## config.mk

```make
export PLATFORM = sky130hd
export DESIGN_NAME = markdown_line_classifier_flat
export DESIGN_NICKNAME = d
export VERILOG_FILES = /design/src/rtl/core/mlc_pkg.sv /design/src/rtl/core/mlc_if.sv /design/src/rtl/core/mlc_in_stage.sv /design/src/rtl/core/mlc_line_acc.sv /design/src/rtl/core/markdown_line_classifier.sv /design/src/flat_wrapper.sv
export SDC_FILE = /design/constraint.sdc
export NUM_CORES = 1
export LEC_CHECK = 0
export BUFFER_PORTS_ARGS = -buffer_cell sky130_fd_sc_hd__buf_2
export CORE_ASPECT_RATIO = 0.6
export CORE_MARGIN = 2
export CORE_UTILIZATION = 57
export DETAILED_ROUTE_END_ITERATION = 8
export PLACE_DENSITY = 0.79
export RECOVER_POWER = 25
export SLEW_MARGIN = 20
export SYNTH_ARGS = -nofsm -noshare
export SYNTH_HDL_FRONTEND = slang
export SYNTH_SLANG_ARGS = --single-unit
export TNS_END_PERCENT = 1
```

## constraint.sdc

```tcl
create_clock -name clk_i -period 3.1 [get_ports clk_i]
set_clock_uncertainty 0.05 [all_clocks]
set_input_delay 0.155 -clock clk_i [delete_from_list [all_inputs] [get_ports clk_i]]
set_output_delay 0.155 -clock clk_i [all_outputs]
set_load 0.01 [all_outputs]
```

## src/rtl/core/mlc_pkg.sv

```systemverilog
// shared types and constants of the markdown line classifier
package mlc_pkg;

  localparam int unsigned SpaceW = 13;
  localparam int unsigned SpaceFieldMax = 8191;

  localparam logic [7:0] ChSpace    = 8'h20;
  localparam logic [7:0] ChBlankTop = 8'hfe;
  localparam logic [7:0] ChFormFeed = 8'h0c;
  localparam logic [7:0] ChStar     = 8'h2a;
  localparam logic [7:0] ChDash     = 8'h2d;
  localparam logic [7:0] ChUnder    = 8'h5f;
  localparam logic [1:0] RuleMin    = 2'd3;

  typedef struct packed {
    logic [7:0] line_byte;
    logic       has_byte;
    logic       end_of_line;
  } mlc_item_t;

  typedef struct packed {
    logic [SpaceW-1:0] leading_spaces;
    logic [7:0]        first_non_space;
    logic              blank_line;
    logic              horizontal_rule;
  } mlc_result_t;

  function automatic logic is_rule_byte(logic [7:0] c);
    return (c == ChStar) || (c == ChDash) || (c == ChUnder);
  endfunction

endpackage

```

## src/rtl/core/mlc_if.sv

```systemverilog
// stream interfaces for line bytes in and line results out
interface mlc_in_if;
  logic       valid;
  logic       ready;
  logic [7:0] line_byte;
  logic       has_byte;
  logic       end_of_line;

  modport source (output valid, output line_byte, output has_byte, output end_of_line,
                  input ready);
  modport sink (input valid, input line_byte, input has_byte, input end_of_line,
                output ready);
endinterface

interface mlc_out_if;
  logic        valid;
  logic        ready;
  logic [12:0] leading_spaces;
  logic [7:0]  first_non_space;
  logic        blank_line;
  logic        horizontal_rule;

  modport source (output valid, output leading_spaces, output first_non_space,
                  output blank_line, output horizontal_rule, input ready);
  modport sink (input valid, input leading_spaces, input first_non_space,
                input blank_line, input horizontal_rule, output ready);
endinterface

```

## src/rtl/core/mlc_in_stage.sv

```systemverilog
// input register holding one accepted byte word
module mlc_in_stage (
  input  logic               clk_i,
  input  logic               rst_ni,
  input  logic               in_valid_i,
  output logic               in_ready_o,
  input  mlc_pkg::mlc_item_t in_item_i,
  input  logic               take_i,
  output logic               item_vld_o,
  output mlc_pkg::mlc_item_t item_o
);
  import mlc_pkg::*;

  logic      vld_q, vld_d;
  mlc_item_t item_q;

  assign in_ready_o = !vld_q || take_i;
  assign vld_d      = in_ready_o ? in_valid_i : vld_q;

  always_ff @(posedge clk_i or negedge rst_ni) begin
    if (!rst_ni) begin
      vld_q <= 1'b0;
    end else begin
      vld_q <= vld_d;
    end
  end

  always_ff @(posedge clk_i) begin
    if (in_valid_i && in_ready_o) begin
      item_q <= in_item_i;
    end
  end

  assign item_vld_o = vld_q;
  assign item_o     = item_q;

endmodule

```

## src/rtl/core/mlc_line_acc.sv

```systemverilog
// per-line state and classification of the current line
module mlc_line_acc #(
  parameter int unsigned MAX_LINE_LEN = 4096
) (
  input  logic                 clk_i,
  input  logic                 rst_ni,
  input  logic                 take_i,
  input  mlc_pkg::mlc_item_t   item_i,
  output mlc_pkg::mlc_result_t result_o
);
  import mlc_pkg::*;

  localparam int unsigned SpaceCapI =
    (MAX_LINE_LEN < SpaceFieldMax) ? MAX_LINE_LEN : SpaceFieldMax;
  localparam logic [SpaceW-1:0] SpaceCap = SpaceCapI[SpaceW-1:0];

  logic [SpaceW-1:0] space_cnt_q, space_cnt_d;
  logic              seen_q, seen_d;
  logic [7:0]        first_q, first_d;
  logic              blank_q, blank_d;
  logic [1:0]        rule_cnt_q, rule_cnt_d;
  logic              broken_q, broken_d;
  logic [7:0]        c;
  logic              is_space;

  assign c        = item_i.line_byte;
  assign is_space = (c == ChSpace);

  always_comb begin
    space_cnt_d = space_cnt_q;
    seen_d      = seen_q;
    first_d     = first_q;
    blank_d     = blank_q;
    rule_cnt_d  = rule_cnt_q;
    broken_d    = broken_q;
    if (item_i.has_byte) begin
      if (!is_space && ((c & ChBlankTop) != ChFormFeed)) begin
        blank_d = 1'b0;
      end
      if (!seen_q && is_space) begin
        if (space_cnt_q < SpaceCap) begin
          space_cnt_d = space_cnt_q + 1'b1;
        end
      end else begin
        if (!seen_q) begin
          seen_d  = 1'b1;
          first_d = c;
          if (!is_rule_byte(c)) begin
            broken_d = 1'b1;
          end
        end
        if (c == first_d) begin
          if (rule_cnt_q < RuleMin) begin
            rule_cnt_d = rule_cnt_q + 1'b1;
          end
        end else if (!is_space) begin
          broken_d = 1'b1;
        end
      end
    end
    result_o.leading_spaces  = space_cnt_d;
    result_o.first_non_space = seen_d ? first_d : 8'h00;
    result_o.blank_line      = blank_d;
    result_o.horizontal_rule = seen_d && !broken_d && (rule_cnt_d >= RuleMin) &&
                               is_rule_byte(first_d);
  end

  always_ff @(posedge clk_i or negedge rst_ni) begin
    if (!rst_ni) begin
      space_cnt_q <= '0;
      seen_q      <= 1'b0;
      first_q     <= 8'h00;
      blank_q     <= 1'b1;
      rule_cnt_q  <= 2'd0;
      broken_q    <= 1'b0;
    end else if (take_i) begin
      if (item_i.end_of_line) begin
        space_cnt_q <= '0;
        seen_q      <= 1'b0;
        first_q     <= 8'h00;
        blank_q     <= 1'b1;
        rule_cnt_q  <= 2'd0;
        broken_q    <= 1'b0;
      end else begin
        space_cnt_q <= space_cnt_d;
        seen_q      <= seen_d;
        first_q     <= first_d;
        blank_q     <= blank_d;
        rule_cnt_q  <= rule_cnt_d;
        broken_q    <= broken_d;
      end
    end
  end

  a_clear_after_eol: assert property (@(posedge clk_i) disable iff (!rst_ni)
    take_i && item_i.end_of_line |=> space_cnt_q == '0 && !seen_q && blank_q &&
      rule_cnt_q == 2'd0 && !broken_q)
    else $error("line state not cleared after end of line");

  a_rule_needs_seen: assert property (@(posedge clk_i) disable iff (!rst_ni)
    rule_cnt_q != 2'd0 |-> seen_q)
    else $error("rule count without a non-space byte");

  a_space_cap: assert property (@(posedge clk_i) disable iff (!rst_ni)
    space_cnt_q <= SpaceCap)
    else $error("leading space count above cap");

endmodule

```

## src/rtl/core/markdown_line_classifier.sv

```systemverilog
// top level of the markdown line classifier
// usage:
//   in_i carries one byte of a text line per word, with has_byte and
//   end_of_line; a lone word with has_byte low and end_of_line high is an
//   empty line. out_o gives one result word per line: leading space count
//   (saturating at MAX_LINE_LEN or 8191), first non-space byte, blank-line
//   flag and horizontal-rule flag.
// output: a line's result is loaded into the result register as the word
//   ending the line leaves the input register, once any pending result is taken.
// throughput: 1 word per cycle outside stalls; each word updates a few small
//   line registers through one level of byte compares.
// reset: all line state clears, no word is held, no result is pending.
// stall: a held result waits in the result register; bytes inside a line
//   keep flowing, and only a word that ends a line waits in the input
//   register until the pending result is taken, which holds in_i ready low.
module markdown_line_classifier #(
  parameter int unsigned MAX_LINE_LEN = 4096
) (
  input  logic             clk_i,
  input  logic             rst_ni,
  mlc_in_if.sink           in_i,
  mlc_out_if.source        out_o
);
  import mlc_pkg::*;

  mlc_item_t   in_item;
  mlc_item_t   item;
  logic        item_vld;
  logic        take;
  mlc_result_t result;
  mlc_result_t out_q;
  logic        out_vld_q, out_vld_d;
  logic        load;

  assign in_item.line_byte   = in_i.line_byte;
  assign in_item.has_byte    = in_i.has_byte;
  assign in_item.end_of_line = in_i.end_of_line;

  mlc_in_stage u_in_stage (
    .clk_i      (clk_i),
    .rst_ni     (rst_ni),
    .in_valid_i (in_i.valid),
    .in_ready_o (in_i.ready),
    .in_item_i  (in_item),
    .take_i     (take),
    .item_vld_o (item_vld),
    .item_o     (item)
  );

  assign take = item_vld && (!item.end_of_line || !out_vld_q || out_o.ready);
  assign load = take && item.end_of_line;

  mlc_line_acc #(
    .MAX_LINE_LEN (MAX_LINE_LEN)
  ) u_line_acc (
    .clk_i    (clk_i),
    .rst_ni   (rst_ni),
    .take_i   (take),
    .item_i   (item),
    .result_o (result)
  );

  always_comb begin
    out_vld_d = out_vld_q;
    if (load) begin
      out_vld_d = 1'b1;
    end else if (out_o.ready) begin
      out_vld_d = 1'b0;
    end
  end

  always_ff @(posedge clk_i or negedge rst_ni) begin
    if (!rst_ni) begin
      out_vld_q <= 1'b0;
    end else begin
      out_vld_q <= out_vld_d;
    end
  end

  always_ff @(posedge clk_i) begin
    if (load) begin
      out_q <= result;
    end
  end

  assign out_o.valid           = out_vld_q;
  assign out_o.leading_spaces  = out_q.leading_spaces;
  assign out_o.first_non_space = out_q.first_non_space;
  assign out_o.blank_line      = out_q.blank_line;
  assign out_o.horizontal_rule = out_q.horizontal_rule;

  a_stall_only_on_eol: assert property (@(posedge clk_i) disable iff (!rst_ni)
    item_vld && !take |-> item.end_of_line && out_vld_q && !out_o.ready)
    else $error("input word stalled without a pending result");

  a_load_sets_valid: assert property (@(posedge clk_i) disable iff (!rst_ni)
    load |=> out_vld_q)
    else $error("result not presented after end of line");

  a_drain_clears_valid: assert property (@(posedge clk_i) disable iff (!rst_ni)
    out_vld_q && out_o.ready && !load |=> !out_vld_q)
    else $error("result word repeated after being taken");

endmodule
```

## src/flat_wrapper.sv

```systemverilog
// flat-port wrapper written by rule: the top's interface ports become plain ports
module markdown_line_classifier_flat import mlc_pkg::*;
#(
  parameter int unsigned MAX_LINE_LEN = 4096
)
  (clk_i, rst_ni, in_i_valid, in_i_line_byte, in_i_has_byte, in_i_end_of_line, in_i_ready, out_o_valid, out_o_leading_spaces, out_o_first_non_space, out_o_blank_line, out_o_horizontal_rule, out_o_ready);
  mlc_in_if in_i_i ();
  mlc_out_if out_o_i ();
  input  logic clk_i;
  input  logic rst_ni;
  input wire logic [$bits(in_i_i.valid)-1:0] in_i_valid;
  input wire logic [$bits(in_i_i.line_byte)-1:0] in_i_line_byte;
  input wire logic [$bits(in_i_i.has_byte)-1:0] in_i_has_byte;
  input wire logic [$bits(in_i_i.end_of_line)-1:0] in_i_end_of_line;
  output wire logic [$bits(in_i_i.ready)-1:0] in_i_ready;
  output wire logic [$bits(out_o_i.valid)-1:0] out_o_valid;
  output wire logic [$bits(out_o_i.leading_spaces)-1:0] out_o_leading_spaces;
  output wire logic [$bits(out_o_i.first_non_space)-1:0] out_o_first_non_space;
  output wire logic [$bits(out_o_i.blank_line)-1:0] out_o_blank_line;
  output wire logic [$bits(out_o_i.horizontal_rule)-1:0] out_o_horizontal_rule;
  input wire logic [$bits(out_o_i.ready)-1:0] out_o_ready;
  assign in_i_i.valid = in_i_valid;
  assign in_i_i.line_byte = in_i_line_byte;
  assign in_i_i.has_byte = in_i_has_byte;
  assign in_i_i.end_of_line = in_i_end_of_line;
  assign in_i_ready = in_i_i.ready;
  assign out_o_valid = out_o_i.valid;
  assign out_o_leading_spaces = out_o_i.leading_spaces;
  assign out_o_first_non_space = out_o_i.first_non_space;
  assign out_o_blank_line = out_o_i.blank_line;
  assign out_o_horizontal_rule = out_o_i.horizontal_rule;
  assign out_o_i.ready = out_o_ready;
  markdown_line_classifier #(.MAX_LINE_LEN(MAX_LINE_LEN)) u_core (.clk_i(clk_i), .rst_ni(rst_ni), .in_i(in_i_i), .out_o(out_o_i));
endmodule
```

* Yosys cells after proc, flatten, opt, wreduce, memory -nomap -nowiden
Cells that the tools add are included.
Operators by class: add/sub/neg operators 2, order comparisons 3, eq/ne operators 9, multiplexer cells 30, reduce and logical (&&, ||, !) cells 22
Operators with widths (number):
- 2-to-1 mux 13 bit | 4
- 2-to-1 mux 8 bit | 6
- == test 8 x 6 -> 1 bit, second input constant | 5
- == test 8 x 7 -> 1 bit, second input constant | 2
- 2-to-1 mux 1 bit | 15
- adder 13 x 1 -> 13 bit, second input constant | 1
- < comparator 13 bit, second input constant | 1
- 2-to-1 mux 2 bit | 5
- == test 8 bit | 1
- logical AND 1 bit | 8
- logical OR 1 bit | 7
- != test 7 x 3 -> 1 bit, second input constant | 1
- logical NOT 1 bit | 6
- adder 2 x 1 -> 2 bit, second input constant | 1
- greater-or-equal comparator 2 bit, second input constant | 1
- < comparator 2 bit, second input constant | 1
- nonzero test 2 bit | 1
Word-level totals: bits in registers 61, bits of input ports 14, output and inout port bits 25, word-level logic and storage cells 81

* Depth between registers and ports, before layout
depth after elaboration 13, depth in mapped cells 8, mapped depth without buffers 6

* By module
From an unflattened synthesis, not the netlist that was laid out.
Second synthesis, totals: cell total of the unflattened synthesis 251, area total of the unflattened synthesis 2962.8 um2
By module, submodules not included:
- mlc_line_acc | times used 1, cells an instance 208, area an instance 1854.3 um2, sequential area each 651.9 um2
- markdown_line_classifier | times used 1, cells an instance 29, area an instance 754.5 um2, sequential area each 715.7 um2
- mlc_in_stage | times used 1, cells an instance 14, area an instance 354.1 um2, sequential area each 325.3 um2

* Least setup slack after synthesis
Ideal clock, no wire load.
path type register -> register, from register u_core.u_in_stage.item_q (netlist bit u_core.u_in_stage.item_o[8]), to register u_core.out_q (netlist bit u_core.out_o.leading_spaces[7]), data pin, setup time 259 ps, arrival time 1847 ps, required time 2791 ps, setup slack 944 ps, stages on the path, launching flop included 8, buffers on the path 2, clock period less this slack 2156 ps, path through edfxtp_1 -> buf_6 -> or4b_4 -> nor4_4 -> buf_6 -> and2_1 -> nand3_1 -> xnor2_1
RTL lines:
- from (decl) | line mlc_in_stage.sv:15 | mlc_item_t item_q;
- from (signal assigned) | line mlc_in_stage.sv:30 | item_q <= in_item_i;
- to (signal assigned) | line markdown_line_classifier.sv:82 | out_q <= result;
- to (decl) | line markdown_line_classifier.sv:31 | mlc_result_t out_q;

* Worst setup path in the final report
from register u_core.u_in_stage.item_q (netlist bit u_core.u_in_stage.item_o[6]), to register u_core.u_line_acc.space_cnt_q[11]
On the way: cells in the longest elaborated chain, start to end 5
Ends and longest elaborated chain:
- == test 8 x 6 -> 1 bit | line mlc_line_acc.sv:27 | assign is_space = (c == ChSpace);
- logical AND 1 bit | line mlc_line_acc.sv:40 | if (!seen_q && is_space) begin
- 2-to-1 mux 13 bit | line mlc_line_acc.sv:40
- 2-to-1 mux 13 bit | line mlc_line_acc.sv:36 | if (item_i.has_byte) begin
- 2-to-1 mux 13 bit | line mlc_line_acc.sv:77 | if (item_i.end_of_line) begin
- to (signal assigned) | line mlc_line_acc.sv:85 | space_cnt_q <= space_cnt_d;
- to (decl) | line mlc_line_acc.sv:17 | logic [SpaceW-1:0] space_cnt_q, space_cnt_d;
Every way passes these cells. A chain may end at the register's enable or synchronous reset.

==> out/metrics.cfg <==
[worst_setup_path]
reg2reg_depth = 6
cp-startpoint = u_core.u_in_stage.item_o[6]
cp_top_family = simple AND/OR/NAND/NOR gates
critPathMaxStageDelay_ns = 0.62
cp.depth = 6
slowest_stage = or4b_4
crit_end = u_core.u_line_acc.space_cnt_q[11]
worstPathCellList = or4b_4 -> nor4_4 -> buf_4 -> nand4_4 -> or3_1 -> o21ai_1
critPathCaptureType = flop
cp-start-kind = flop
worstSetupPathType = flop to flop
path_max_fanout = 15
crit_buf_inv = 1
r2r_end = u_core.u_line_acc.space_cnt_q[11]
cp_data_required_time_ns = 3.32
reg2reg_slack_ns = 0.59
crit_arrival_ns = 2.72
r2r-start = u_core.u_in_stage.item_o[6]

[synth]
yosys_warnings = 0
syn_area_um2 = 3020
syn-num-nets = 276
synth_ff_type = edfxtp_1
synth_top_area_share_pct = 32.9
synth_edf_count = 33
synthCells = 261
synth_seq_cells = 61
netlist_top_cells_area = edfxtp_1 (33%), dfrtp_1 (22%), nand2_1 (3.0%)
yosysTopAreaCell = edfxtp_1
synth.yosys.seq_area_share_pct = 56.1
synth_area_per_cell_um2 = 11.6
async_reset_ff_share_pct = 45.9
synth.distinct_cells = 55

[clocking]
cts-root-buf = clkbuf_8
numCtsBuffers = 9
clock_path_buffers = 2
clkSinkCount = 61
clk_latency_ns = 0.34
ctsResizeCount = 0
htree_num_levels = 3
cts_tree = yes
clkTransAtPathRegs_ns = 0.07

[global_routing]
grt_max_degree = 29
grt_remaining_overflow = 0
grt_pass1_wl_um = 11200
antenna_found_initial = 0
grt_use_total_pct = 25.3
grt_pass1_vias = 2151

[final_layout]
drive_gt1_share_pct = 21.5
final_nets = 327
fill_cells = 391
diodes = 0
fin_cells = 383
syn_to_final_growth_pct = 18.8

[sta]
slew_headroom_pct = -4.78
clock.fmax_ghz = 0.399
rsz0062_at_grt = no
final-hold-violation-count = 0
post-route-min-period_ns = 2.51
tightestPinTransition_ns = 1.57
hold_slack_ns = 0.473
setup_viol = 0
fin_tns_setup_ns = 0
finalCritPeriodShare_pct = 80.8
drv_slew = 29

[run_status]
status = finished with violations
violations = capacitance limit, slew limit

[floorplanning]
die_x_um = 97.9
fp-row-count = 20
core-area_um2 = 5080
die_area_um2 = 5910
start_util_pct = 59.4
fp.dieH_um = 60.3
num_io_pins = 39

[route]
wl_per_cell_um = 17.9
viasPerCell = 6.02
drc = 0
first_iter_violations = 232
vias = 2307
antenna_left = 0
firstDrtPassIters = 4
routed_wl_um = 6860

[min_path]
hp-class = flop to flop
hold_start = u_core.u_line_acc.space_cnt_q[8]

[run]
drv_cap = 1

[power]
powerDensity_nw_per_um2 = 553
peakVddDrop_uv = 342
p_leak_nw = 1.47
power_mw = 1.98

[place]
port_buffers = 38
gp_congestion = 0.954
place_inst = 354
hpwl_um = 4650

cells in the final DEF, fill, tap and decap left out, types with 3 or more instances in the layout:
| master | instances |
|---|---|
| buf_4 | 7 |
| nor4b_1 | 3 |
| nand2b_1 | 4 |
| dfrtp_1 | 27 |
| nand2_1 | 24 |
| nor2b_1 | 3 |
| a32o_1 | 7 |
| nor4_1 | 3 |
| a21oi_1 | 14 |
| nand4_1 | 3 |
| and3_1 | 7 |
| xor2_1 | 9 |
| inv_1 | 7 |
| o31ai_1 | 8 |
| xnor2_1 | 10 |
| nor2_1 | 11 |
| clkbuf_8 | 10 |
| a41oi_1 | 4 |
| clkbuf_1 | 3 |
| edfxtp_1 | 33 |
| and2_1 | 4 |
| nand3_1 | 3 |
| buf_2 | 37 |
| a22o_1 | 4 |
| o21ai_0 | 14 |
| dlygate4sd3_1 | 13 |
| o22ai_1 | 3 |
worst register-to-register path: cells and delay by family (launching register included):
| kind | cells | cell delay, ns |
|---|---|---|
| AOI/OAI and AO/OA | 1 | 0.07 |
| DFF | 1 | 0.56 |
| buffers and inverters | 1 | 0.29 |
| and+or+nand+nor | 4 | 1.46 |
sequential cells by signal, summed over array words and instances, names as in the netlist:
signal,cells
u_core.u_line_acc.seen_q,1
u_core.out_o.leading_spaces,13
u_core.out_o.first_non_space,8
u_core.out_o.horizontal_rule,1
u_core.u_line_acc.blank_q,1
u_core.u_line_acc.space_cnt_q,13
u_core.u_in_stage.item_vld_o,1
u_core.u_in_stage.item_o,10
u_core.u_line_acc.broken_q,1
u_core.out_o.valid,1
u_core.u_line_acc.rule_cnt_q,2
u_core.u_line_acc.first_q,8
u_core.out_o.blank_line,1
Yosys cell counts (2+ instances only):
cell type	count
o21ai_1	2
nor4_1	3
buf_2	3
o21ai_0	14
nand4_1	3
clkbuf_1	9
buf_4	3
and3_1	7
nand3_1	3
a32oi_1	2
a21boi_0	2
xnor2_1	10
or3_1	2
inv_1	7
a32o_1	7
nand2_1	24
a21oi_1	14
o31ai_1	8
xor2_1	9
nor2b_1	3
edfxtp_1	33
a41oi_1	4
o22ai_1	3
buf_6	3
nor2_1	11
nand2b_1	4
nor4bb_1	2
a211o_1	2
nand3b_1	2
dfrtp_1	27
nand4b_1	2
a311oi_1	2
and2_1	4
nor4b_1	3
a22o_1	4
per-stage QoR:
stage | instance area (µm²) | setup slack, ns | utilization, %
2_1_floorplan | 3020 | 0.944 | -
3_3_place_gp | 3240 | 0.676 | 63.7
3_5_place_dp | 3240 | 0.644 | 63.7
4_1_cts | 3580 | 0.612 | 70.5
5_1_grt | 3580 | 0.447 | 70.5
6_report | 3580 | 0.594 | 70.5
per-layer routing:
metal	track usage [%]	share of wire, %
met5	0	0
met4	7.54	0.86
met3	7.95	8.3
met2	36.1	42
met1	37.5	49
report_power, final:
part	total, mW	switching (mW)	internal [mW]
Sequential	0.975	0.0607	0.915
Combinational	0.227	0.128	0.0984
Clock	0.779	0.305	0.474
Total	1.98	0.494	1.49
timing repair:
item,4_1_cts,5_1_grt
hold buffers,13,0
setup buffers,0,0
hold endpoints to repair,39,0
layout make-up:
class	instances	area, µm²	share of cell area, %
Inverter	7	26.3	0.733
Multi-Input combinational cell	175	1190	33.3
Timing Repair Buffer	58	372	10.4
Clock buffer	12	145	4.05
Sequential cell	61	1690	47.3
Tap cell	66	82.6	2.31
Clock inverter	4	72.6	2.03
cell families after synthesis:
family / Yosys count / synth area share, %
adders and majority gates: 1 / 0.415
and+or+nand+nor: 81 / 16.2
xor gates and xnor gates: 19 / 5.52
buffers and inverters: 25 / 4.36
AOI/OAI and AO/OA: 73 / 17.0
muxes: 1 / 0.373
DFF: 61 / 56.1
worst min path at each step:
| stage | end | slack [ns] | depth (start not counted) |
|---|---|---|---|
| finish | u_core.u_line_acc.space_cnt_q[8] | 0.47 | 1 |
| global route | u_core.u_in_stage.item_o[0] | 0.47 | 2 |
| CTS | u_core.u_line_acc.first_q[1] | 0.35 | 2 |
| detailed placement | u_core.u_line_acc.space_cnt_q[2] | 0.18 | 1 |
| global placement | u_core.u_line_acc.space_cnt_q[2] | 0.17 | 1 |
| floorplan | u_core.out_o.valid | -0.19 | 0 |
Note: power is estimated with default switching activity, not from simulation.
